==> config.mk <==
export PLATFORM = sky130hd
export DESIGN_NAME = uvt_cell
export DESIGN_NICKNAME = d
export VERILOG_FILES = /design/src/rtl/core/uvt_pkg.sv /design/src/rtl/core/uvt_cell.sv
export SDC_FILE = /design/constraint.sdc
export NUM_CORES = 1
export LEC_CHECK = 0
export ABC_AREA = 1
export BUFFER_PORTS_ARGS = -buffer_cell sky130_fd_sc_hd__buf_2
export CAP_MARGIN = 20
export CORE_MARGIN = 10
export CORE_UTILIZATION = 37
export DETAILED_ROUTE_END_ITERATION = 6
export MAX_ROUTING_LAYER = met4
export PLACE_DENSITY_LB_ADDON = 0.3
export SLEW_MARGIN = 20
export SYNTH_ARGS = -nofsm -noshare
export SYNTH_HDL_FRONTEND = slang
export SYNTH_SLANG_ARGS = --single-unit
==> constraint.sdc <==
create_clock -name clk_i -period 1.98 [get_ports clk_i]
set_input_delay 0.198 -clock clk_i [delete_from_list [all_inputs] [get_ports clk_i]]
set_output_delay 0.198 -clock clk_i [all_outputs]
set_load 0.02 [all_outputs]
==> src/rtl/core/uvt_pkg.sv <==
// Package for the unique vector tally block: sizes, entry types, control
// struct between the sequencer and the entry cells, and helper functions.
// No dependencies.
package uvt_pkg;

  // Configuration of the table
  localparam int unsigned VECTOR_BITS = 32;
  localparam int unsigned TABLE_DEPTH = 256;
  localparam int unsigned COUNT_BITS  = 16;

  // Derived widths
  localparam int unsigned IDX_W = (TABLE_DEPTH > 1) ? $clog2(TABLE_DEPTH) : 1;
  localparam int unsigned OCC_W = $clog2(TABLE_DEPTH + 1);

  // Port field widths
  localparam int unsigned MEMBER_W = 32;
  localparam int unsigned INDEX_W  = 8;
  localparam int unsigned ECOUNT_W = 16;

  typedef logic [VECTOR_BITS-1:0] vec_t;
  typedef logic [COUNT_BITS-1:0]  cnt_t;
  typedef logic [IDX_W-1:0]       idx_t;
  typedef logic [OCC_W-1:0]       occ_t;

  localparam cnt_t COUNT_MAX = '1;

  // Sequencer states
  typedef enum logic [1:0] {
    ST_IDLE,
    ST_SCAN,
    ST_DONE
  } state_e;

  // Control broadcast to every cell
  typedef struct packed {
    logic shift;       // rotate the table one place towards the head
    logic append;      // store the query in the cell at append_idx
    idx_t append_idx;
  } cell_ctl_t;

  // Keep the vector bits that take part in the comparison
  function automatic vec_t to_vec(logic [MEMBER_W-1:0] m);
    logic [63:0] ext;
    ext = {32'b0, m};
    return ext[VECTOR_BITS-1:0];
  endfunction

  // Saturating increment of an entry count
  function automatic cnt_t sat_inc(cnt_t c);
    return (c == COUNT_MAX) ? c : c + cnt_t'(1);
  endfunction

endpackage

==> src/rtl/core/uvt_cell.sv <==
// One table entry: a stored vector and its count, part of a rotating row.
// Depends on uvt_pkg.
module uvt_cell (
  input  logic             clk_i,
  input  uvt_pkg::cell_ctl_t ctl_i,
  input  uvt_pkg::idx_t    cell_idx_i,
  input  uvt_pkg::vec_t    nbr_vec_i,
  input  uvt_pkg::cnt_t    nbr_cnt_i,
  input  uvt_pkg::vec_t    load_vec_i,
  output uvt_pkg::vec_t    vec_o,
  output uvt_pkg::cnt_t    cnt_o
);
  import uvt_pkg::*;

  vec_t vec_q;
  cnt_t cnt_q;
  logic load;

  assign load = ctl_i.append && (ctl_i.append_idx == cell_idx_i);

  // Entry storage: shift from the neighbour, or take a new vector
  always_ff @(posedge clk_i) begin
    if (ctl_i.shift) begin
      vec_q <= nbr_vec_i;
      cnt_q <= nbr_cnt_i;
    end else if (load) begin
      vec_q <= load_vec_i;
      cnt_q <= cnt_t'(1);
    end
  end

  assign vec_o = vec_q;
  assign cnt_o = cnt_q;

endmodule

### After elaboration in Yosys (flattened, before gate mapping)

Index checks and enable logic that the tools add are counted.

| operators by class | value |
|---|---|
| mux-type cells | 4 |
| equality and inequality tests | 1 |
| reduce and logical (&&, ||, !) cells | 2 |

Operators with widths:

| operator | count |
|---|---|
| 32-bit 2-to-1 mux | 2 |
| 16-bit 2-to-1 mux | 2 |
| 8-bit equality test | 1 |
| 2-bit nonzero test | 1 |
| 1-bit logical AND | 1 |

| word-level totals | value |
|---|---|
| bits of input ports | 99 |
| register bits after elaboration | 48 |

### Longest topological paths before layout

Gate-level depths: netlist of the first run.

| depth | value |
|---|---|
| word-level depth | 4 |
| gate-level depth with buffers | 8 |
| gate-level depth less buffers | 8 |

### Least setup slack after synthesis of the first run

OpenSTA, ideal clock, no wires.

| timing | value |
|---|---|
| path type | input port to flip-flop |
| from | input cell_idx_i[7] |
| to | register cnt_q[0], in the netlist cnt_o[0], enable pin |
| buffers on the path | 0 |
| stages | 6 |
| setup time | 0.407 ns |
| arrival time | 1.565 ns |
| setup slack | 0.009 ns |
| data required time | 1.573 ns |
| cell sequence | inv_1 a21oi_1 nand3_1 nor2_1 nand2_1 nand2_1 |

| on the way | value |
|---|---|
| word-level cells in the longest chain between the ends | 3 |

Ends and longest elaborated chain:

| what | line | source |
|---|---|---|
| from (decl) | uvt_cell.sv:6 | `input uvt_pkg::idx_t cell_idx_i,` |
| 8-bit equality test | uvt_cell.sv:19 | `assign load = ctl_i.append && (ctl_i.append_idx == cell_idx_i);` |
| 1-bit logical AND | uvt_cell.sv:19 |  |
| 2-bit nonzero test (no source line) | - |  |
| to (signal assigned) | uvt_cell.sv:25 | `cnt_q <= nbr_cnt_i;` |
| to (signal assigned) | uvt_cell.sv:28 | `cnt_q <= cnt_t'(1);` |
| to (decl) | uvt_cell.sv:16 | `cnt_t cnt_q;` |

No other way between the ends.
A chain may end at the register's enable or synchronous reset.

### Worst setup path in the final report of the first run

| timing | value |
|---|---|
| from | input cell_idx_i[2] |
| to | register vec_q[30], in the netlist vec_o[30], enable pin |

| on the way | value |
|---|---|
| word-level cells in the longest chain between the ends | 3 |

Ends and longest elaborated chain:

| what | line | source |
|---|---|---|
| 8-bit equality test | uvt_cell.sv:19 |  |
| 1-bit logical AND | uvt_cell.sv:19 |  |
| 2-bit nonzero test (no source line) | - |  |
| to (signal assigned) | uvt_cell.sv:24 | `vec_q <= nbr_vec_i;` |
| to (signal assigned) | uvt_cell.sv:27 | `vec_q <= load_vec_i;` |
| to (decl) | uvt_cell.sv:15 | `vec_t vec_q;` |

No other way between the ends.

==> flow_summary.toml, run 1 <==
[outcome]
status = "completed"

[detailed_routing]
detail-route-antenna-nets = 0
vias = 1806
drt_iter0_drc = 48
wl_per_cell_um = 13.1
via_per_inst = 4.11
routed_wl_mm = 5.74
dr.pass1.iters = 4
route.detailed.drc = 0

[floorplan]
coreArea_um2 = 5570
placementRows = 27
fp.dieArea_um2 = 9220
io_pins = 147
die_width_um = 96.0
start_util_pct = 38.4
die_height_um = 96.0

[logic_synthesis]
syn_inst = 220
synth_mux_area_share_pct = 0
synth-main-ff-cell = "edfxtp_1"
synth_top_area_share_pct = 67.4
synth_compound_area_share_pct = 0.585
synthTopCellsByCount = "nand2_1 (126), edfxtp_1 (48), inv_1 (28), buf_2 (4), buf_6 (3)"
synthesis.nets = 319
post-synth-top-count-cell = "nand2_1"
synthesis.area_um2 = 2140
synth_enable_flop_cells = 48
async_flop_share_pct = 0
yosysSeqAreaShare_pct = 67.4
yosys.area_share.simple_pct = 23.3
synth.largest_area_cell = "edfxtp_1"
synthDistinctLibCells = 14
synthXorXnorAreaFrac_pct = 0.819
avgSynthCellArea_um2 = 9.73
yosysWarnings = 0
synth_fa_ha_area_share_pct = 0
synthTopCellsByArea = "edfxtp_1 (67%), nand2_1 (22%), inv_1 (4.9%)"
synth_top_family_by_area = "simple AND/OR/NAND/NOR gates"
synth-seq-cells = 48

[placed_design]
pre_cts_slack_ns = 0.557
dpl.hpwl_mm = 4.68
gp_congestion = 0.801
io_buffer_count = 146

[worst_hold_path]
whs_path_depth = 3
hold_class = "in2reg"
hold_start = "nbr_cnt_i[10]"

[timing]
fmaxAchievable_mhz = 887
setup_tns_ns = 0
worstMarginPinSlew_ns = 0.552
hold_viol = 0
fin_crit_ns = 1.13
setup_viol = 0
rsz0062_at_grt = "false"
fin_ws_ns = 0.853
slew_headroom_pct = 63.1
final_max_slew_viol_count = 0
fin_crit_sh_pct = 56.9

[clock_tree]
ctsLongestPathBuffers = 2
root_buffer = "clkbuf_8"
path_clk_slew_ns = 0.08
cts_sinks = 48
cts_buffers = 5
tritoncts = "done"
postCtsSetupBuffers = 0
ctsHoldBuffers = 0
cts_resized = 0
cts.htree.levels = 2

[critical_path]
cp_max_fo = 26
start_kind = "input pin"
arrival_ns = 1.09
cp-end-kind = "flop"
cpLargestDelayFamily = "buffers and inverters"
crit_type = "in2reg"
crit_start = "cell_idx_i[2]"
path_buf_inv = 2
required_ns = 1.94
critPathSlowestCell = "buf_4"
crit_chain = "buf_2 > xnor2_1 > nand2_1 > nor2_1 > nand2_1 > nand2_2 > buf_4"
slowest_delay_ns = 0.31
cp.depth = 7
path_common_cell = "nand2_1"

[grt]
busiest_layer = "met2"
grt_pass1_wl_mm = 8.70
grt_pass1_vias = 1873
grt_util_met1_pct = 13.6
grt_use_met2_pct = 20.3
grt_overflow = 0
grt_usage_pct = 12.3
antenna_found_initial = 0
grt_max_degree = 48
grt_use_met3_pct = 4.59

[cells_and_area]
layout-drive-gt1-share_pct = 43.1
finalNetCount = 467
fillers = 501
antenna_cells = 0
area_growth_pct = 41.3

[power]
peakVddDrop_mv = 0.304
power_mw = 2.32
powerDensity_nw_per_um2 = 768
power_leakage_nw = 1.66

[run]
cap_viol_max_count = 0
-- final cells by class --
type                       instances  area [um2]  area share, %
inverter                          29         109           3.60
multi-input combinational        135         531           17.5
timing repair buffer             149         753           24.9
clock buffer                       5        68.8           2.28
sequential                        48        1440           47.7
tap                               72        90.1           2.98
clock inverter                     1        30.0          0.993
-- logic make-up after synthesis --
kind of cell | count (synthesis)
flops | 48
buf+inv | 37
simple gates | 131
compound gates | 2
xor+xnor | 2
-- registers in the layout, indices dropped and copies added (netlist names) --
register and count:
vec_o 32, cnt_o 16
-- cell usage in the layout, fill, tap and decap left out --
| master | netlist | routed |
|---|---|---|
| a21oi_1 | 1 | 1 |
| buf_2 | 4 | 146 |
| buf_4 | 1 | 3 |
| bufinv_16 | 0 | 1 |
| clkbuf_8 | 0 | 5 |
| edfxtp_1 | 48 | 48 |
| inv_1 | 28 | 28 |
| inv_2 | 1 | 1 |
| nand2_1 | 126 | 125 |
| nand2_2 | 0 | 1 |
| nand3_1 | 1 | 1 |
| nand4_1 | 1 | 1 |
| nor2_1 | 2 | 2 |
| o211ai_1 | 1 | 1 |
| or2_2 | 1 | 1 |
| xnor2_1 | 2 | 2 |
-- tightest hold or removal path, stage by stage --
cell,delay (ns)
buf_2,0.07
nand2_1,0.04
inv_1,0.04
-- report_power, final --
| group | internal (mW) | switching, mW |
|---|---|---|
| clock network | 0.362 | 0.281 |
| logic | 0.168 | 0.271 |
| registers | 1.22 | 0.0177 |
-- metrics by stage --
stage          util (%)  area, um2  hold slack [ns]  instances
3_3_place_gp       52.5       2920            0.455        433
4_1_cts            54.2       3020            0.151        439
5_1_grt            54.2       3020            0.158        439
6_report           54.2       3020            0.164        439
3_5_place_dp       52.5       2920            0.459        433
2_1_floorplan         -       2140            0.371        220
-- worst paths after layout --
check                    to  slack, ns
setup / recovery  vec_o[30]       0.85
hold / removal    cnt_o[10]       0.16
-- layer usage --
layer	wire length [um]	share of wire [%]	up-vias
li1	-	-	970
met4	64	1.1	0
met1	2140	37	745
met2	2810	49	84
met5	0	0	-
met3	725	13	7
Note: power is estimated with default switching activity, not from simulation.
==> run 2: changes to the inputs <==
CORE_UTILIZATION = 41   (was 37)
clock period = 1.1 ns   (was 1.98 ns; I/O delays follow)
==> flow_summary.toml, run 2 (synthesis results as in run 1) <==
[grt]
grt_usage_pct = 13.9
grt_pass1_wl_mm = 9.14
grt_max_degree = 25
grt_use_met2_pct = 22.9
grt_overflow = 0
antenna_found_initial = 0
grt_pass1_vias = 2000
busiest_layer = "met2"
grt_use_met3_pct = 6.68
grt_util_met1_pct = 14.6

[cells_and_area]
finish.utilization_pct = 60.9
finalNetCount = 472
layout-drive-gt1-share_pct = 43.7
area_growth_pct = 44.5
largest_reg_flops = 32
antenna_cells = 0
layout_commonest_cell = "buf_2"
final_cell_mix = "buf_2 (146), nand2_1 (125), edfxtp_1 (48)"
stdcell_count = 443

[power]
power_mw = 4.03
power_leakage_nw = 1.69
powerDensity_nw_per_um2 = 1300
peakVddDrop_mv = 0.686

[critical_path]
arrival_ns = 0.86
crit_type = "reg2out"
crit_chain = "buf_2"
cp_max_fo = 1
slowest_delay_ns = 0.39
required_ns = 0.99
path_buf_inv = 1
cpLargestDelayFamily = "flip-flops"
start_kind = "flop"
critPathSlowestCell = "edfxtp_1"
cp-end-kind = "primary output"

[placed_design]
dpl.hpwl_mm = 4.80
post-place-cells = 436
io_buffer_count = 146
gp_congestion = 0.810

[detailed_routing]
wl_per_cell_um = 12.9
dr.pass1.iters = 4
vias = 1850
route.detailed.drc = 0
routed_wl_mm = 5.70
via_per_inst = 4.18
drt_iter0_drc = 38
detail-route-antenna-nets = 0

[run]
cap_viol_max_count = 0

[timing]
fmaxAchievable_mhz = 1030
setup_viol = 0
fin_crit_sh_pct = 88.5
slew_headroom_pct = 74.2
rsz0062_at_grt = "false"
hold_viol = 0
whs_ns = 0.0725
setup_tns_ns = 0
fin_crit_ns = 0.974
final_max_slew_viol_count = 0
worstMarginPinSlew_ns = 0.386

[floorplan]
die_height_um = 92.2
placementRows = 26
fp.dieArea_um2 = 8510
coreArea_um2 = 5070
die_width_um = 92.2
start_util_pct = 42.2
io_pins = 147

[clock_tree]
cts_resized = 0
root_buffer = "clkbuf_8"
tritoncts = "done"
cts_buffers = 5
ctsHoldBuffers = 0
path_clk_slew_ns = 0.09
cts.htree.levels = 2
postCtsSetupBuffers = 0
ctsLongestPathBuffers = 2
cts_sinks = 48

[outcome]
status = "completed"

[worst_hold_path]
hold_class = "in2reg"
run 2: cell count changes in the layout (fill, tap and decap cells not counted):
cell,previous run,this run
clkinv_1,0,1
nand2_8,0,1
buf_12,0,3
buf_4,3,5
clkinv_4,0,1
nand2_2,1,0
bufinv_16,1,0
run 2: report_power, final:
part / internal, mW / leakage [nW] / switching [mW]
registers: 2.20 / 0.467 / 0.0329
logic: 0.331 / 1.19 / 0.493
clock network: 0.431 / 0.0416 / 0.539
run 2: area by class of cell:
type                    count  area, um2
fillers                   462       1980
flip-flops and latches     48       1440
repair buffers            154        828
multi-input cells         135        544
inverters                  29        109
well taps                  70       87.6
clock buffers               5       68.8
clock inverters             2       12.5
run 2: worst paths after layout:
| check | start | end | slack, ns | cells after the start |
|---|---|---|---|---|
| setup / recovery | vec_o[12] | vec_o[12] | 0.13 | 1 |
| hold / removal | nbr_cnt_i[0] | cnt_o[0] | 0.07 | 2 |
run 2: routing by layer:
metal  routed length (um)  vias up
li1                     -      986
met1                 2330      775
met2                 2820       87
met3                  538        2
met4                   19        0
met5                    0        -
run 2: stage by stage:
stage          instance area (um2)  setup slack, ns
6_report                      3090            0.126
5_1_grt                       3090           0.0658
4_1_cts                       3090           0.0933
3_5_place_dp                  3010           -0.160
3_3_place_gp                  3010           -0.134
2_1_floorplan                 2160         0.000455
==> run 3: changes to the inputs <==
GPL_TIMING_DRIVEN = 0   (was unset)
==> flow_summary.toml, run 3 (synthesis results as in run 1) <==
[outcome]
status = "completed"

[cells_and_area]
finalNetCount = 475
layout_commonest_cell = "buf_2"
seqCellArea_um2 = 1440
post-route-cell-area_um2 = 3130
antenna_cells = 0
final_cell_mix = "buf_2 (150), nand2_1 (124), edfxtp_1 (48)"
finish.utilization_pct = 61.7
fillers = 464
area_growth_pct = 46.3
layout-drive-gt1-share_pct = 44.8
largest_reg_flops = 32
multi_input_area_um2 = 614

[grt]
grt_max_degree = 49
grt_pass1_wl_mm = 9.36
grt_usage_pct = 14.1
grt_pass1_vias = 1995
grt_overflow = 0
antenna_found_initial = 0

[floorplan]
fp.dieArea_um2 = 8510
die_height_um = 92.2
die_width_um = 92.2
start_util_pct = 42.2
io_pins = 147
placementRows = 26
coreArea_um2 = 5070

[power]
switching_share_pct = 27.9
p_sw_mw = 1.15
power_leakage_nw = 1.72
p_clk_share_pct = 25.5
p_seq_share_pct = 54.3
peakVddDrop_mv = 0.784
p_comb_share_pct = 20.2
powerDensity_nw_per_um2 = 1310
p_int_mw = 2.97

[critical_path]
crit_type = "in2reg"
start_kind = "input pin"
slowest_delay_ns = 0.18
cp_max_fo = 12
cp-end-kind = "flop"
arrival_ns = 0.97
cpLargestDelayFamily = "simple AND/OR/NAND/NOR gates"
required_ns = 1.10
crit_start = "ctl_i[7]"
cp-endpoint = "vec_o[19]"
cp.depth = 6
critPathSlowestCell = "nand2_8"
crit_chain = "buf_2 > a21oi_1 > nand3_1 > nor2_2 > nand2_4 > nand2_8"
path_buf_inv = 1

[timing]
worstMarginPinSlew_ns = 0.526
fin_crit_ns = 0.965
setup_tns_ns = 0
fmaxAchievable_mhz = 1040
rsz0062_at_grt = "false"
slew_headroom_pct = 64.9
hold_viol = 0
fin_crit_sh_pct = 87.7
setup_viol = 0
final_max_slew_viol_count = 0

[clock_tree]
cts_sinks = 48
tritoncts = "done"
postCtsSetupBuffers = 0
path_clk_slew_ns = 0.09
ctsLongestPathBuffers = 2
cts_buffers = 5
root_buffer = "clkbuf_8"
cts.htree.levels = 2

[detailed_routing]
vias = 1894
via_per_inst = 4.24
routed_wl_mm = 6.21
dr.pass1.iters = 4
drt_iter0_drc = 33
wl_per_cell_um = 13.9
detail-route-antenna-nets = 0
route.detailed.drc = 0

[run]
cap_viol_max_count = 0

[placed_design]
placed_area_um2 = 2970
gp_congestion = 0.791
dpl.hpwl_mm = 4.83
io_buffer_count = 146

[worst_hold_path]
hold_class = "in2reg"
-- run 3: cell type report --
type / count / share of cell area (%)
Buffer: 8 / 1.96
Clock buffer: 5 / 2.20
Clock inverter: 3 / 0.560
Inverter: 29 / 3.48
Multi-Input combinational cell: 138 / 19.6
Sequential cell: 48 / 46.0
Tap cell: 70 / 2.80
Timing Repair Buffer: 146 / 23.3
-- run 3: power by group through the flow --
stage	logic, mW	clock network, mW	registers, mW
final	0.831	1.05	2.23
after global routing	0.925	1.15	2.25
after CTS	0.825	1.08	2.24
after detailed placement	0.824	0	2.28
after global placement	0.809	0	2.27
after floorplan	0.212	0	2.50
-- run 3: metrics by stage --
stage	cells	total power, mW	worst slack [ns]	hold slack, ns
final	447	4.11	0.135	0.0639
after global routing	447	4.32	0.0443	0.0637
after CTS	444	4.14	0.0385	0.0551
after detailed placement	436	3.10	-0.283	0.370
after global placement	436	3.08	-0.269	0.365
after floorplan	220	2.71	0.000455	0.283
-- run 3: what timing repair did --
| action | 4_1_cts | 5_1_grt |
|---|---|---|
| resized for setup | 0 | 6 |
| endpoints found under the setup margin | 0 | 48 |
| endpoints found under the hold margin | 0 | 0 |
| hold buffers | 0 | 0 |
-- run 3: how the worst min path moves through the flow --
stage,cells after the start,end,from,slack [ns]
after floorplan,2,cnt_o[10],nbr_cnt_i[10],0.28
after global placement,3,cnt_o[11],nbr_cnt_i[11],0.37
after detailed placement,3,cnt_o[7],nbr_cnt_i[7],0.37
after CTS,3,cnt_o[7],nbr_cnt_i[7],0.06
after global routing,3,cnt_o[1],nbr_cnt_i[1],0.06
final,3,cnt_o[7],nbr_cnt_i[7],0.06
-- run 3: routing by layer --
metal,global-route usage (%),up-vias,wire (um)
li1,-,995,-
met1,15.6,802,2580
met2,22.6,89,3000
met3,6.28,8,549
met4,3.60,0,79
met5,-,-,0
