File: src/rtl/core/uvt_pkg.sv
// Package for the unique vector tally block: sizes, entry types, control
// struct between the sequencer and the entry cells, and helper functions.
// No dependencies.
package uvt_pkg;

  // Configuration of the table
  localparam int unsigned VECTOR_BITS = 32;
  localparam int unsigned TABLE_DEPTH = 256;
  localparam int unsigned COUNT_BITS  = 16;

  // Derived widths
  localparam int unsigned IDX_W = (TABLE_DEPTH > 1) ? $clog2(TABLE_DEPTH) : 1;
  localparam int unsigned OCC_W = $clog2(TABLE_DEPTH + 1);

  // Port field widths
  localparam int unsigned MEMBER_W = 32;
  localparam int unsigned INDEX_W  = 8;
  localparam int unsigned ECOUNT_W = 16;

  typedef logic [VECTOR_BITS-1:0] vec_t;
  typedef logic [COUNT_BITS-1:0]  cnt_t;
  typedef logic [IDX_W-1:0]       idx_t;
  typedef logic [OCC_W-1:0]       occ_t;

  localparam cnt_t COUNT_MAX = '1;

  // Sequencer states
  typedef enum logic [1:0] {
    ST_IDLE,
    ST_SCAN,
    ST_DONE
  } state_e;

  // Control broadcast to every cell
  typedef struct packed {
    logic shift;       // rotate the table one place towards the head
    logic append;      // store the query in the cell at append_idx
    idx_t append_idx;
  } cell_ctl_t;

  // Keep the vector bits that take part in the comparison
  function automatic vec_t to_vec(logic [MEMBER_W-1:0] m);
    logic [63:0] ext;
    ext = {32'b0, m};
    return ext[VECTOR_BITS-1:0];
  endfunction

  // Saturating increment of an entry count
  function automatic cnt_t sat_inc(cnt_t c);
    return (c == COUNT_MAX) ? c : c + cnt_t'(1);
  endfunction

endpackage

File: src/rtl/core/uvt_ctrl.sv
// Sequencer: takes an item, rotates the table once past the head comparator,
// updates or appends the entry and holds the result until transferred.
// Depends on uvt_pkg.
module uvt_ctrl (
  input  logic                     clk_i,
  input  logic                     rst_ni,
  input  logic                     in_valid_i,
  output logic                     in_ready_o,
  input  logic [uvt_pkg::MEMBER_W-1:0] member_bits_i,
  input  logic                     clear_first_i,
  output logic                     out_valid_o,
  input  logic                     out_ready_i,
  output logic [uvt_pkg::INDEX_W-1:0]  entry_index_o,
  output logic                     is_new_o,
  output logic [uvt_pkg::ECOUNT_W-1:0] entry_count_o,
  output logic                     table_full_o,
  input  uvt_pkg::vec_t            head_vec_i,
  input  uvt_pkg::cnt_t            head_cnt_i,
  output uvt_pkg::cnt_t            wb_cnt_o,
  output uvt_pkg::vec_t            query_o,
  output uvt_pkg::cell_ctl_t       ctl_o
);
  import uvt_pkg::*;

  state_e state_q, state_d;
  occ_t   occ_q, occ_d;
  occ_t   step_q, step_d;
  logic   hit_q, hit_d;
  idx_t   hit_idx_q, hit_idx_d;
  cnt_t   hit_cnt_q, hit_cnt_d;
  vec_t   query_q, query_d;

  logic                out_valid_q, out_valid_d;
  logic [INDEX_W-1:0]  index_q, index_d;
  logic                new_q, new_d;
  logic [ECOUNT_W-1:0] count_q, count_d;
  logic                full_q, full_d;

  logic       head_match;
  logic [31:0] idx_ext, cnt_ext;

  // Head comparator: only entries below the occupancy take part
  assign head_match = (step_q < occ_q) && (head_vec_i == query_q);
  assign wb_cnt_o   = head_match ? sat_inc(head_cnt_i) : head_cnt_i;

  // Next state and outputs
  always_comb begin
    state_d     = state_q;
    occ_d       = occ_q;
    step_d      = step_q;
    hit_d       = hit_q;
    hit_idx_d   = hit_idx_q;
    hit_cnt_d   = hit_cnt_q;
    query_d     = query_q;
    out_valid_d = out_valid_q;
    index_d     = index_q;
    new_d       = new_q;
    count_d     = count_q;
    full_d      = full_q;
    ctl_o       = '0;
    idx_ext     = '0;
    cnt_ext     = '0;
    in_ready_o  = 1'b0;

    if (out_valid_q && out_ready_i) begin
      out_valid_d = 1'b0;
    end

    case (state_q)
      ST_IDLE: begin
        in_ready_o = 1'b1;
        if (in_valid_i) begin
          query_d = to_vec(member_bits_i);
          if (clear_first_i) begin
            occ_d = '0;
          end
          step_d  = '0;
          hit_d   = 1'b0;
          state_d = ST_SCAN;
        end
      end
      ST_SCAN: begin
        ctl_o.shift = 1'b1;
        if (head_match) begin
          hit_d     = 1'b1;
          hit_idx_d = step_q[IDX_W-1:0];
          hit_cnt_d = sat_inc(head_cnt_i);
        end
        step_d = step_q + occ_t'(1);
        if (step_q == occ_t'(TABLE_DEPTH - 1)) begin
          state_d = ST_DONE;
        end
      end
      ST_DONE: begin
        // Wait for the previous result to leave
        if (!out_valid_q || out_ready_i) begin
          out_valid_d = 1'b1;
          if (hit_q) begin
            idx_ext = 32'(hit_idx_q);
            cnt_ext = 32'(hit_cnt_q);
            index_d = idx_ext[INDEX_W-1:0];
            new_d   = 1'b0;
            count_d = cnt_ext[ECOUNT_W-1:0];
            full_d  = 1'b0;
          end else if (occ_q < occ_t'(TABLE_DEPTH)) begin
            ctl_o.append     = 1'b1;
            ctl_o.append_idx = occ_q[IDX_W-1:0];
            idx_ext = 32'(occ_q);
            index_d = idx_ext[INDEX_W-1:0];
            new_d   = 1'b1;
            count_d = ECOUNT_W'(1);
            full_d  = 1'b0;
            occ_d   = occ_q + occ_t'(1);
          end else begin
            index_d = '0;
            new_d   = 1'b0;
            count_d = '0;
            full_d  = 1'b1;
          end
          state_d = ST_IDLE;
        end
      end
      default: begin
        state_d = ST_IDLE;
      end
    endcase
  end

  // Control registers
  always_ff @(posedge clk_i or negedge rst_ni) begin
    if (!rst_ni) begin
      state_q     <= ST_IDLE;
      occ_q       <= '0;
      step_q      <= '0;
      hit_q       <= 1'b0;
      out_valid_q <= 1'b0;
    end else begin
      state_q     <= state_d;
      occ_q       <= occ_d;
      step_q      <= step_d;
      hit_q       <= hit_d;
      out_valid_q <= out_valid_d;
    end
  end

  // Payload registers
  always_ff @(posedge clk_i) begin
    hit_idx_q <= hit_idx_d;
    hit_cnt_q <= hit_cnt_d;
    query_q   <= query_d;
    index_q   <= index_d;
    new_q     <= new_d;
    count_q   <= count_d;
    full_q    <= full_d;
  end

  assign query_o       = query_q;
  assign out_valid_o   = out_valid_q;
  assign entry_index_o = index_q;
  assign is_new_o      = new_q;
  assign entry_count_o = count_q;
  assign table_full_o  = full_q;

endmodule

File: config.mk
export PLATFORM = sky130hd
export DESIGN_NAME = uvt_ctrl
export DESIGN_NICKNAME = d
export VERILOG_FILES = /design/src/rtl/core/uvt_pkg.sv /design/src/rtl/core/uvt_ctrl.sv
export SDC_FILE = /design/constraint.sdc
export NUM_CORES = 1
export LEC_CHECK = 0
export ABC_CLOCK_PERIOD_IN_PS = 3700
export BUFFER_PORTS_ARGS = -buffer_cell sky130_fd_sc_hd__buf_2
export CAP_MARGIN = 20
export CORE_ASPECT_RATIO = 1.2
export CORE_MARGIN = 1
export CORE_UTILIZATION = 25
export CTS_CLUSTER_SIZE = 40
export DETAILED_ROUTE_END_ITERATION = 8
export PLACE_DENSITY = 0.56
export SLEW_MARGIN = 20
export SYNTH_ARGS = -nofsm -noshare
export SYNTH_HDL_FRONTEND = slang
export SYNTH_SLANG_ARGS = --single-unit
File: constraint.sdc
create_clock -name clk_i -period 3.7 [get_ports clk_i]
set_input_delay 0.185 -clock clk_i [delete_from_list [all_inputs] [get_ports clk_i]]
set_output_delay 0.185 -clock clk_i [all_outputs]
set_load 0.02 [all_outputs]
# == Yosys cells after proc, flatten, opt, wreduce, memory -nomap -nowiden ==
# Index checks and enable logic that the tools add are counted.
# word_totals
ff_bits,104
out_inout_bits,86
elab_cells,75
# op_classes
add_sub_neg,3
order_cmp,2
n_eq_ne,12
muxes,32
reduce_logical,14
# ops
operator,count
$mux W9,10
$mux W16,3
$pmux W9 S2,2
$eq A32 B32 Y1,1
$add A9 B1 Y9 const B,2
$add A16 B1 Y16 const B,1
$eq A16 B16 Y1 const B,1
$mux W8,2
$ne A2 B2 Y1 const B,7
$mux W1,10
$eq A9 B8 Y1 const B,1
$lt A9 B9 Y1,1
$lt A9 B9 Y1 const B,1
$reduce_and A2 Y1,4
$mux W2,3
$pmux W2 S3,1
$reduce_and A3 Y1,2
$reduce_and A6 Y1,1
$reduce_bool A2 Y1,2
$eq A2 B1 Y1 const B,1
$eq A2 B2 Y1 const B,1
$logic_and A1 B1 Y1,2
$logic_not A2 Y1,1
$pmux W1 S2,1
2 further kinds,2

# == Logic depth before layout (Yosys ltp) ==
# Gate-level depths: netlist (run 1).
# depth
word_depth,5
ltp_mapped,10
mapped_depth_nobuf,8

# == Worst setup path before layout (run 1) ==
# No wires, ideal clock.
# synth_path
kind,register to register
from,register occ_q[3]
to,register hit_cnt_q[0] (enable)
setup_ns,0.406
arrival_time_ns,2.790
required_ns,3.294
slack_ns,0.504
stages_incl_launch_ff,9
n_path_buf,1
period_less_slack_ns,3.196
cell_sequence,dfrtp_1 > clkbuf_1 > inv_1 > ha_1 > a21oi_1 > a21boi_1 > o31ai_1 > nand4_2 > nor2_1
# synth_between
elab_chain_cells,3
# synth_rtl
element,line_no,rtl
start: declaration,uvt_ctrl.sv:26,"occ_t occ_q, occ_d;"
start signal: assignment,uvt_ctrl.sv:133,occ_q <= '0;
start signal: assignment,uvt_ctrl.sv:139,occ_q <= occ_d;
$lt A9 B9 Y1,uvt_ctrl.sv:43,assign head_match = (step_q < occ_q) && (head_vec_i == query_q);
$logic_and A1 B1 Y1,uvt_ctrl.sv:43,
$reduce_and A2 Y1 (no source line),--,
end signal: assignment,uvt_ctrl.sv:149,hit_cnt_q <= hit_cnt_d;
end: declaration,uvt_ctrl.sv:30,"cnt_t hit_cnt_q, hit_cnt_d;"
# No other way between the ends.
# A chain may end at the register's enable or synchronous reset.

# == Worst setup path in the final report (run 1) ==
# layout_path
from,register occ_q[3]
to,output port wb_cnt_o[1]
# layout_between
elab_chain_cells,3
# layout_rtl
element,line_no,rtl
$lt A9 B9 Y1,uvt_ctrl.sv:43,
$logic_and A1 B1 Y1,uvt_ctrl.sv:43,
$mux W16,uvt_ctrl.sv:44,assign wb_cnt_o = head_match ? sat_inc(head_cnt_i) : head_cnt_i;
end: declaration,uvt_ctrl.sv:19,"output uvt_pkg::cnt_t wb_cnt_o,"
# No other way between the ends.

==> metrics.md, run 1 <==
| Metric | Value |
|---|---|
| Status | finished, final reports clean |
| Post-synthesis adder-cell area fraction | 3.03% |
| Syn. warnings | 0 |
| Root Driver | clkbuf_16 |
| DR WL/cell | 14.4 µm |
| Row cnt | 56 |
| Die width | 131 µm |
| Final setup skew | 0.0100 ns |
| Cell taking the most area after synthesis | edfxtp_1 |
| Pre-CTS setup slack | 0.834 ns |
| Placed instance count | 820 |
| Max Cap Violations | 0 |
| Seq cells post-synth | 104 |
| Core Region | 0.0195 mm² |
| Area share of the largest cell type after synthesis | 49.7% |
| Pwr/cell area | 414 mW/mm² |
| Final number of hold-violating endpoints | 0 |
| Diode count | 0 |
| Synth area leaders | edfxtp_1, dfrtp_1, xnor2_1 |
| Final cell count without fillers | 856 |
| Final net count | 687 |
| Setup Fix Bufs, Post-CTS | 0 |
| CP startpoint kind | flip-flop |
| # clock sinks | 104 |
| Fmax | 311 MHz |
| GR Util All Layers | 12.4% |
| CTS Buffer Depth | 2 |
| Remaining Overflow, GRT | 0 |
| Main synth FF type | edfxtp_1 |
| Top-count cell post-synth | edfxtp_1 |
| CTS hold repair buffers | 20 |
| Actual slew at the worst max-slew pin | 1.03 ns |
| I/O Buffers | 170 |
| Compound-Gate Fraction of Synth Area | 8.03% |
| H-tree depth | 3 |
| Avg Cell Area, Syn | 12.5 µm² |
| Final worst slack | 0.485 ns |
| Post-synthesis cell count | 395 |
| Post-synthesis sequential area ratio | 60.8% |
| DRT antenna net count | 0 |
| Die height | 156 µm |
| Clock Latency Late Sink | 0.35 ns |
| Fill cell total of the finished layout | 2009 |
| Pin count of the biggest net entering global routing | 30 |
| Share of post-route cells with drive strength above 1 | 35.0% |
| CP Data Required Time | 3.51 ns |
| Largest family of logic cells by synthesized area | simple AND/OR/NAND/NOR gates |
| Synth top cells by count | edfxtp_1, xnor2_1, nor2_1 |
| XOR/XNOR Fraction of Synth Area | 9.54% |
| Final TNS setup | 0 ns |
| Clock Pin Slew Worst Setup and Hold Paths | 0.07 ns |
| CTS resizes | 0 |
| Simple-gate share of the synthesized area | 15.4% |
| Drt initial violations | 168 |
| CTS tree | built |
| Period utilisation layout | 86.9% |
| Total wire length | 12300 µm |
| Post-layout total power | 0.00274 W |
| Num CTS Buffers | 9 |
| Io pins | 171 |
| DRC violations left | 0 |
| RSZ-0062 raised after global routing | no |
| Initial Util | 25.4% |
| Synth Cell Area | 0.00496 mm² |
| Pins over their slew limit | 0 |
| DR pass1 iterations | 4 |
| Gpl congestion | 0.827 |
| Die Footprint | 0.0204 mm² |
| CP Capture Type | output pin |
| Final setup violation count | 0 |
| Routed vias/inst | 4.41 |
| Slew margin rel. | 31.3% |
| Global-route wire length before repair | 19200 µm |
| Tmin final | 3.21 ns |
| Asr flop ratio synth | 21.2% |
| Area growth, synth to finish | 33.6% |
| Hpwl dp | 9490 µm |
| Number of synthesized flops with an enable pin | 82 |
| Hold Path Class | in -> reg |
| Final Util | 34.0% |
| Distinct cells, synth | 46 |
| CP Max Fanout | 10 |
| Vias in the first global route | 3872 |
| Setup CP Type | reg -> out |
| Critical Path AT | 3.03 ns |
| Mux cell area share after synthesis | 1.14% |
| Vias | 3778 |
| Syn Nets | 492 |
| Antenna violations before repair | 0 |
| Peak VDD IR | 0.184 mV |
| Pleak | 2.58 nW |
[registers in the layout, indices dropped and copies added (netlist names)]
| register | flops |
|---|---|
| state_q | 2 |
| entry_index_o | 8 |
| hit_q | 1 |
| table_full_o | 1 |
| hit_idx_q | 8 |
| occ_q | 9 |
| hit_cnt_q | 16 |
| is_new_o | 1 |
| query_o | 32 |
| step_q | 9 |
| out_valid_o | 1 |
| entry_count_o | 16 |
[report_power, final]
group / switching, W / leakage [nW] / internal, W
Clock: 0.000431 / 0.142 / 0.000501
Combinational: 0.000222 / 1.45 / 0.000182
Sequential: 0.0000802 / 0.987 / 0.00132
[kinds of logic (layout without fill, tap and decap cells)]
group / Yosys count / after routing
AO/OA/AOI/OAI: 61 / 61
multiplexers: 5 / 5
AND/OR/NAND/NOR: 133 / 133
adder cells (fa/ha/maj): 12 / 12
flip-flops: 104 / 104
XOR/XNOR: 54 / 54
buffers and inverters: 26 / 226
[layout make-up]
type,instances,area [µm²],share of cell area (%)
sequential,104,3010,45.5
multi-input combinational,265,1840,27.9
timing repair buffer,195,1090,16.4
tap,261,327,4.93
clock buffer,11,254,3.84
inverter,15,56.3,0.851
clock inverter,5,36.3,0.548
[path summary, 6_finish.rpt]
kind | start | to | slack (ns) | cells after the start
max | occ_q[3] | wb_cnt_o[1] | 0.49 | 9
max in group asynchronous | rst_ni | hit_q | 3.00 | 2
max reg2reg | occ_q[3] | hit_cnt_q[7] | 0.95 | 8
min | member_bits_i[4] | query_o[4] | 0.02 | 1
min reg2reg | hit_cnt_q[8] | entry_count_o[8] | 0.53 | 1
min in group asynchronous | rst_ni | occ_q[8] | 0.34 | 2
[layout by cell type (no fill, tap or decap), drive strengths merged]
cell type and count:
nand3 15, nand4 19, nor3 4, o31ai 4, a31oi 7, xnor2 43, a21o 2, o21a 1
a22o 8, dlygate4sd3 20, buf 175, nor4 4, nand2b 3, or2 3, o211ai 3, clkbuf 11
o2111ai 1, a211oi 1, o21ai 21, a41oi 1, inv 17, xor2 11, mux2 5, a21oi 10
and3 5, ha 12, nor2b 1, clkinvlp 1, nor2 30, o32ai 1, dfrtp 22, edfxtp 82
nand2 23, clkinv 2, and2 25, and4 1, a21boi 1
[critical path: stages, from the launching register on]
cell and delay, ns:
dfrtp_1 0.49, inv_1 0.07, ha_1 0.33, a21oi_1 0.16, a21boi_1 0.08, o31ai_1 0.42, nand4_2 0.37, nor2_4 0.25
mux2_1 0.34, buf_2 0.16
[stage by stage]
stage | area (µm²) | hold slack (ns)
global route | 6620 | 0.00294
detailed placement | 6130 | 0.200
floorplan | 4960 | -0.111
global placement | 6130 | 0.190
CTS | 6620 | 0.000422
finish | 6620 | 0.0165
[layer usage]
layer | up-vias | routed length, µm | GRT usage, % | part of all wire (%)
met5 | - | 0 | 0 | 0
met3 | 18 | 674 | 2.19 | 5.5
li1 | 1830 | - | - | -
met1 | 1784 | 5000 | 13.9 | 41
met4 | 0 | 314 | 6.95 | 2.6
met2 | 146 | 6300 | 22.0 | 51
No activity file was read; power rests on OpenSTA's default activity.
==> inputs of run 2 (changes only) <==
--- a/config.mk
+++ b/config.mk
@@ -5,8 +5,7 @@
 export SDC_FILE = /design/constraint.sdc
 export NUM_CORES = 1
 export LEC_CHECK = 0
-export ABC_CLOCK_PERIOD_IN_PS = 3700
-export BUFFER_PORTS_ARGS = -buffer_cell sky130_fd_sc_hd__buf_2
+export BUFFER_PORTS_ARGS = -buffer_cell sky130_fd_sc_hd__buf_4
 export CAP_MARGIN = 20
 export CORE_ASPECT_RATIO = 1.2
 export CORE_MARGIN = 1
==> run 2 against run 1 <==
Effect of this change: non-clock buffer count is 11 higher; final area grew 8.1%; critical path depth is the same; critical path type unchanged; core utilization is 2.7 points higher; register-to-register slack hardly changed; largest cell class unchanged; critical endpoint unchanged; first-iteration DRC count is 0.60% lower; final cell count grew 1.3%; setup slack better by 0.021 ns; fmax rose by 0.67%; total power grew 1.7%; combinational power increased by 10%; sequential share of layout area is 3.4 points lower.
==> metrics.md, run 2 (same netlist as run 1, synthesis figures left out) <==
| Metric | Value |
|---|---|
| Die Footprint | 0.0204 mm² (unchanged) |
| Setup CP Type | reg -> out (unchanged) |
| CP startpoint kind | flip-flop (unchanged) |
| Fill cell total of the finished layout | 1966 (was 2009) |
| Clock Latency Late Sink | 0.35 ns (about the same) |
| CTS Buffer Depth | 2 (unchanged) |
| Flop-to-flop setup slack | 0.96 ns (was 0.95 ns) |
| Die width | 131 µm (unchanged) |
| Slew margin rel. | 30.8% (was 31.3%) |
| WHS Path Cells | 1 (unchanged) |
| Pins over their slew limit | 0 (unchanged) |
| Antenna violations before repair | 0 (unchanged) |
| I/O Buffers | 170 (unchanged) |
| Crit-path max cell delay | 0.50 ns (was 0.49 ns) |
| Final setup skew | 0.00843 ns (was 0.0100 ns) |
| Remaining Overflow, GRT | 0 (unchanged) |
| Global-route wire length before repair | 20300 µm (was 19200 µm) |
| Cell count along the critical path | 9 (unchanged) |
| Reg2Reg Depth | 8 (unchanged) |
| Max Cap Violations | 0 (unchanged) |
| Hold Path Class | in -> reg (unchanged) |
| Pin count of the biggest net entering global routing | 30 (unchanged) |
| H-tree depth | 3 (unchanged) |
| Total wire length | 12800 µm (was 12300 µm) |
| RSZ-0062 raised after global routing | no (unchanged) |
| Final setup violation count | 0 (unchanged) |
| Share of post-route cells with drive strength above 1 | 34.0% (was 35.0%) |
| Initial Util | 25.4% (unchanged) |
| Drt initial violations | 167 (was 168) |
| Period utilisation layout | 86.3% (was 86.9%) |
| Num CTS Buffers | 9 (unchanged) |
| Peak VDD IR | 0.186 mV (was 0.184 mV) |
| DRC violations left | 0 (unchanged) |
| Worst-path cell chain | inv_1, ha_1, a21oi_1, a21boi_1, o31ai_1, nand4_2, nor2_4, mux2_1, buf_4 (was inv_1, ha_1, a21oi_1, a21boi_1, o31ai_1, nand4_2, nor2_4, mux2_1, buf_2) |
| Row cnt | 56 (unchanged) |
| Most frequent cells in the layout | buf_4, edfxtp_1, xnor2_1, dlygate4sd3_1 (was buf_2, edfxtp_1, xnor2_1, and2_1, nor2_1) |
| Setup Fix Bufs, Post-CTS | 0 (unchanged) |
| Fmax | 313 MHz (was 311 MHz) |
| GR Util All Layers | 13.0% (was 12.4%) |
| Tmin final | 3.19 ns (was 3.21 ns) |
| Pleak | 2.78 nW (was 2.58 nW) |
| Max reg flops | 32 (unchanged) |
| Core Region | 0.0195 mm² (unchanged) |
| Critical Path AT | 3.01 ns (was 3.03 ns) |
| Status | finished, final reports clean (unchanged) |
| CP Data Required Time | 3.51 ns (about the same) |
| Final net count | 698 (was 687) |
| Clock Pin Slew Worst Setup and Hold Paths | 0.07 ns (about the same) |
| Vias in the first global route | 3993 (was 3872) |
| Root Driver | clkbuf_16 (unchanged) |
| CP Capture Type | output pin (unchanged) |
| Area growth, synth to finish | 44.3% (was 33.6%) |
| Io pins | 171 (unchanged) |
| Diode count | 0 (unchanged) |
| Final TNS setup | 0 ns (unchanged) |
| Final Util | 36.7% (was 34.0%) |
| Routed vias/inst | 4.42 (was 4.41) |
| Pwr/cell area | 390 mW/mm² (was 414 mW/mm²) |
| Die height | 156 µm (unchanged) |
| DR pass1 iterations | 4 (unchanged) |
| CP Max Fanout | 10 (unchanged) |
| Slowest CP cell | dfrtp_1 (unchanged) |
| Actual slew at the worst max-slew pin | 1.04 ns (was 1.03 ns) |
| CTS resizes | 0 (unchanged) |
| Cell family with most CP delay | compound AO/OA/AOI/OAI gates (unchanged) |
| Hpwl dp | 9800 µm (was 9490 µm) |
| Vias | 3832 (was 3778) |
| Gpl congestion | 0.849 (was 0.827) |
| Final number of hold-violating endpoints | 0 (unchanged) |
| # clock sinks | 104 (unchanged) |
| Worst path bufs/invs | 2 (unchanged) |
| DRT antenna net count | 0 (unchanged) |
| CTS tree | built (unchanged) |
| DR WL/cell | 14.8 µm (was 14.4 µm) |
| Commonest non-fill, non-tap cell in the layout | buf_4 (was buf_2) |
| Minimum hold slack | 0.0163 ns (was 0.0165 ns) |
==> run 2: cell types whose count changed in the layout (fill, tap and decap cells not counted), sizes merged <==
| cell | before | now |
|---|---|---|
| clkbuf | 11 | 12 |
| buf | 175 | 174 |
| clkinvlp | 1 | 2 |
| inv | 17 | 16 |
| clkinv | 2 | 1 |
| dlygate4sd3 | 20 | 32 |
==> run 2: area by class of cell <==
cell class / count / area (µm²) / area share, %
inverters: 15 / 56.3 / 0.787
well taps: 261 / 327 / 4.57
clock buffers: 12 / 258 / 3.60
flip-flops and latches: 104 / 3010 / 42.1
repair buffers: 206 / 1630 / 22.7
multi-input cells: 265 / 1840 / 25.8
clock inverters: 4 / 28.8 / 0.402
==> run 2: through the flow <==
step	cell area [µm²]	setup WS, ns	cells	total power (W)
CTS	7130	0.414	865	0.00282
detailed placement	6550	0.821	819	0.00186
floorplan	4960	0.504	395	0.00165
global route	7150	0.226	867	0.00294
finish	7150	0.506	867	0.00279
global placement	6550	0.920	819	0.00184
==> run 2: power by group <==
group          leakage (nW)  total (W)  internal (W)  switching (W)
Combinational          1.66   0.000445      0.000225       0.000219
Clock                 0.134   0.000935      0.000500       0.000435
Sequential            0.987    0.00141       0.00132      0.0000836
==> run 2: path summary, 6_finish.rpt <==
check | from | endpoint
max in group asynchronous | rst_ni | step_q[0]
hold / removal | member_bits_i[14] | query_o[14]
min in group asynchronous | rst_ni | occ_q[0]
hold reg to reg | hit_cnt_q[11] | entry_count_o[11]
setup reg to reg | occ_q[3] | hit_cnt_q[12]
setup / recovery | occ_q[3] | wb_cnt_o[1]
==> run 2: worst reg2reg max path: stages, from the launching register on <==
cell	delay, ns
dfrtp_1	0.50
inv_1	0.08
ha_1	0.33
a21oi_1	0.15
a21boi_1	0.08
o31ai_1	0.41
nand4_2	0.36
nor2_2	0.17
buf_4	0.33
==> run 2: routing by layer <==
metal	global-route usage, %	vias up	share of wire, %
met1	14.4	1826	39
met4	5.91	0	2.2
li1	-	1847	-
met5	0	-	0
met3	3.35	21	6.0
met2	23.1	138	52
==> run 2: timing repair <==
item,4_1_cts,5_1_grt
hold endpoints to repair,51,2
setup endpoints to repair,0,0
hold buffers,30,2
==> inputs of run 3 (changes only) <==
--- a/config.mk
+++ b/config.mk
@@ -5,6 +5,7 @@
 export SDC_FILE = /design/constraint.sdc
 export NUM_CORES = 1
 export LEC_CHECK = 0
+export ABC_AREA = 1
 export BUFFER_PORTS_ARGS = -buffer_cell sky130_fd_sc_hd__buf_4
 export CAP_MARGIN = 20
 export CORE_ASPECT_RATIO = 1.2
@@ -12,7 +13,7 @@
 export CORE_UTILIZATION = 25
 export CTS_CLUSTER_SIZE = 40
 export DETAILED_ROUTE_END_ITERATION = 8
-export PLACE_DENSITY = 0.56
+export PLACE_DENSITY = 0.55
 export SLEW_MARGIN = 20
 export SYNTH_ARGS = -nofsm -noshare
 export SYNTH_HDL_FRONTEND = slang
==> run 3 against run 2 <==
Effect of this change: the run now ends with design-rule violations left; sequential power down 11%; first-iteration DRC count up 22%; critical path type unchanged; wire length up 16%; sequential cell count unchanged; count of clock-buffer cells in the layout down 3; total power down 15%.
==> metrics.md, run 3 <==
| Metric | Value |
|---|---|
| Status | complete, but fails checks (was finished, final reports clean) |
| Violations in the final reports | design-rule violations |
| Setup CP Type | reg -> out (unchanged) |
| Hold Path Class | in -> reg (unchanged) |
| Routing usage on met1 | 15.1% (was 14.4%) |
| Initial Util | 25.7% (was 25.4%) |
| Final setup violation count | 0 (unchanged) |
| Share of post-route cells with drive strength above 1 | 27.6% (was 34.0%) |
| Final setup skew | 0.0135 ns (was 0.00843 ns) |
| Area share of the largest cell type after synthesis | 43.9% (was 49.7%) |
| Main synth FF type | edfxtp_1 (unchanged) |
| I/O Buffers | 170 (unchanged) |
| Crit-path max cell delay | 0.39 ns (was 0.50 ns) |
| Setup Fix Bufs, Post-CTS | 0 (unchanged) |
| Max Cap Violations | 0 (unchanged) |
| Worst Setup SP | occ_q[6] (was occ_q[3]) |
| Num CTS Buffers | 9 (unchanged) |
| Pin count of the biggest net entering global routing | 28 (was 30) |
| Seq cells post-synth | 104 (unchanged) |
| Pwr/cell area | 306 mW/mm² (was 390 mW/mm²) |
| Period utilisation layout | 72.3% (was 86.3%) |
| Die width | 139 µm (was 131 µm) |
| Pleak | 3.75 nW (was 2.78 nW) |
| Total wire length | 14800 µm (was 12800 µm) |
| Clock Pin Slew Worst Setup and Hold Paths | 0.07 ns (about the same) |
| Top-count cell post-synth | nand2_1 (was edfxtp_1) |
| Slowest CP cell | dfrtp_1 (unchanged) |
| Fmax | 374 MHz (was 313 MHz) |
| Clock Latency Late Sink | 0.35 ns (about the same) |
| Diode count | 0 (unchanged) |
| Vias in the first global route | 4770 (was 3993) |
| Syn. warnings | 0 (unchanged) |
| Vias | 4751 (was 3832) |
| Critical Path AT | 2.49 ns (was 3.01 ns) |
| Hpwl dp | 11600 µm (was 9800 µm) |
| Cell taking the most area after synthesis | edfxtp_1 (unchanged) |
| Tmin final | 2.67 ns (was 3.19 ns) |
| Met2 Track Usage GR | 22.8% (was 23.1%) |
| Gpl congestion | 0.800 (was 0.849) |
| H-tree depth | 3 (unchanged) |
| CTS resizes | 0 (unchanged) |
| Actual slew at the worst max-slew pin | 0.460 ns (was 1.04 ns) |
| Final number of hold-violating endpoints | 0 (unchanged) |
| Worst-path cell chain | inv_1, ha_1, a21oi_1, nor2_1, nor2_1, nand3_1, nor2_4, nand3_1, nand2_1, buf_4 (was inv_1, ha_1, a21oi_1, a21boi_1, o31ai_1, nand4_2, nor2_4, mux2_1, buf_4) |
| Syn Nets | 755 (was 492) |
| Global-route wire length before repair | 23800 µm (was 20300 µm) |
| DRC violations left | 5 (was 0) |
| GR Util met3 | 3.98% (was 3.35%) |
| Distinct cells, synth | 40 (was 46) |
| Area growth, synth to finish | 38.4% (was 44.3%) |
| Antenna violations before repair | 0 (unchanged) |
| Number of synthesized flops with an enable pin | 82 (unchanged) |
| Avg Cell Area, Syn | 8.53 µm² (was 12.5 µm²) |
| Final worst slack | 1.03 ns (was 0.506 ns) |
| Synth top cells by count | nand2_1, inv_1, edfxtp_1 (was edfxtp_1, xnor2_1, nor2_1) |
| Die Footprint | 0.0231 mm² (was 0.0204 mm²) |
| Max reg flops | 32 (unchanged) |
| Peak VDD IR | 0.189 mV (was 0.186 mV) |
| Final TNS setup | 0 ns (unchanged) |
| Drt initial violations | 204 (was 167) |
| RSZ-0062 raised after global routing | no (unchanged) |
| HP Start | member_bits_i[11] (was member_bits_i[14]) |
| Slew margin rel. | 69.3% (was 30.8%) |
| R2r startpoint | occ_q[6] (was occ_q[3]) |
| CP Max Fanout | 17 (was 10) |
| Asr flop ratio synth | 21.2% (unchanged) |
| Routed vias/inst | 4.16 (was 4.42) |
| Post-synthesis sequential area ratio | 53.7% (was 60.8%) |
| Post-layout total power | 0.00238 W (was 0.00279 W) |
| Io pins | 171 (unchanged) |
| Die height | 166 µm (was 156 µm) |
| CP Capture Type | output pin (unchanged) |
| Most frequent cells in the layout | nand2_1, buf_4, inv_1, edfxtp_1, nor2_1 (was buf_4, edfxtp_1, xnor2_1, dlygate4sd3_1) |
| Synth area leaders | edfxtp_1, nand2_1, dfrtp_1 (was edfxtp_1, dfrtp_1, xnor2_1) |
| Pre-CTS setup slack | 1.17 ns (was 0.821 ns) |
| Pins over their slew limit | 0 (unchanged) |
| Remaining Overflow, GRT | 0 (unchanged) |
| CTS tree | built (unchanged) |
| DRT antenna net count | 0 (unchanged) |
| Final net count | 959 (was 698) |
| Commonest non-fill, non-tap cell in the layout | nand2_1 (was buf_4) |
| CP Data Required Time | 3.51 ns (about the same) |
| GR Util All Layers | 13.2% (was 13.0%) |
| Post-synthesis cell count | 658 (was 395) |
| Root Driver | clkbuf_16 (unchanged) |
| DR pass1 iterations | 6 (was 4) |
| CP startpoint kind | flip-flop (unchanged) |
| Row cnt | 59 (was 56) |
| DR WL/cell | 13.0 µm (was 14.8 µm) |
| Synth Cell Area | 0.00562 mm² (was 0.00496 mm²) |
| GR peak layer | met2 (unchanged) |
| # clock sinks | 104 (unchanged) |
| CTS Buffer Depth | 2 (unchanged) |
| Core Region | 0.0219 mm² (was 0.0195 mm²) |
run 3: worst max-delay path, delay by kind of cell, from the launching register on:
| kind | cells | cell delay [ns] |
|---|---|---|
| and+or+nand+nor | 6 | 1.05 |
| DFF | 1 | 0.39 |
| adders and majority gates | 1 | 0.32 |
| buffers and inverters | 2 | 0.24 |
| AOI/OAI and AO/OA | 1 | 0.15 |
run 3: cell families after synthesis:
group                    synth area share (%)
AO/OA/AOI/OAI                            4.77
flip-flops                               53.7
AND/OR/NAND/NOR                          27.9
adder cells (fa/ha/maj)                  2.67
buffers and inverters                    9.76
XOR/XNOR                                 1.25
run 3: repair_timing:
| action | in CTS | in global routing |
|---|---|---|
| hold endpoints to repair | 47 | 3 |
| endpoints found under the setup margin | 0 | 0 |
| hold buffers | 26 | 3 |
run 3: layout make-up:
class	instances	area, µm²
Tap cell	274	343
Timing Repair Buffer	203	1600
Inverter	126	473
Fill cell	2297	14100
Sequential cell	104	3010
Multi-Input combinational cell	418	2070
Clock buffer	9	225
Clock inverter	7	55.1
run 3: per-stage QoR:
step	instances	util [%]	hold slack, ns	area [µm²]
after floorplan	658	-	-0.111	5620
after global routing	1141	35.6	0.000457	7770
final	1141	35.6	0.0168	7770
after CTS	1138	35.4	0.000560	7740
after detailed placement	1096	33.0	0.106	7200
after global placement	1096	33.0	0.108	7200
run 3: worst paths after layout:
path | endpoint | cells past startpoint | slack [ns]
min in group asynchronous | occ_q[5] | 2 | 0.28
min | query_o[11] | 1 | 0.02
max | wb_cnt_o[10] | 10 | 1.03
max in group asynchronous | step_q[0] | 2 | 3.17
max reg2reg | hit_cnt_q[14] | 10 | 1.15
min reg2reg | hit_idx_q[7] | 0 | 0.49
run 3: report_power, final:
group	total (W)	internal [W]	switching (W)
sequential	0.00125	0.00125	0.0000000000000000000456
combinational	0.000215	0.000115	0.0000994
clock	0.000910	0.000464	0.000446
total	0.00238	0.00183	0.000545
run 3: metal layers:
layer | up-vias | share of wire [%]
li1 | 2479 | -
met1 | 2126 | 41
met2 | 121 | 50
met3 | 25 | 6.1
met4 | 0 | 2.8
met5 | - | 0
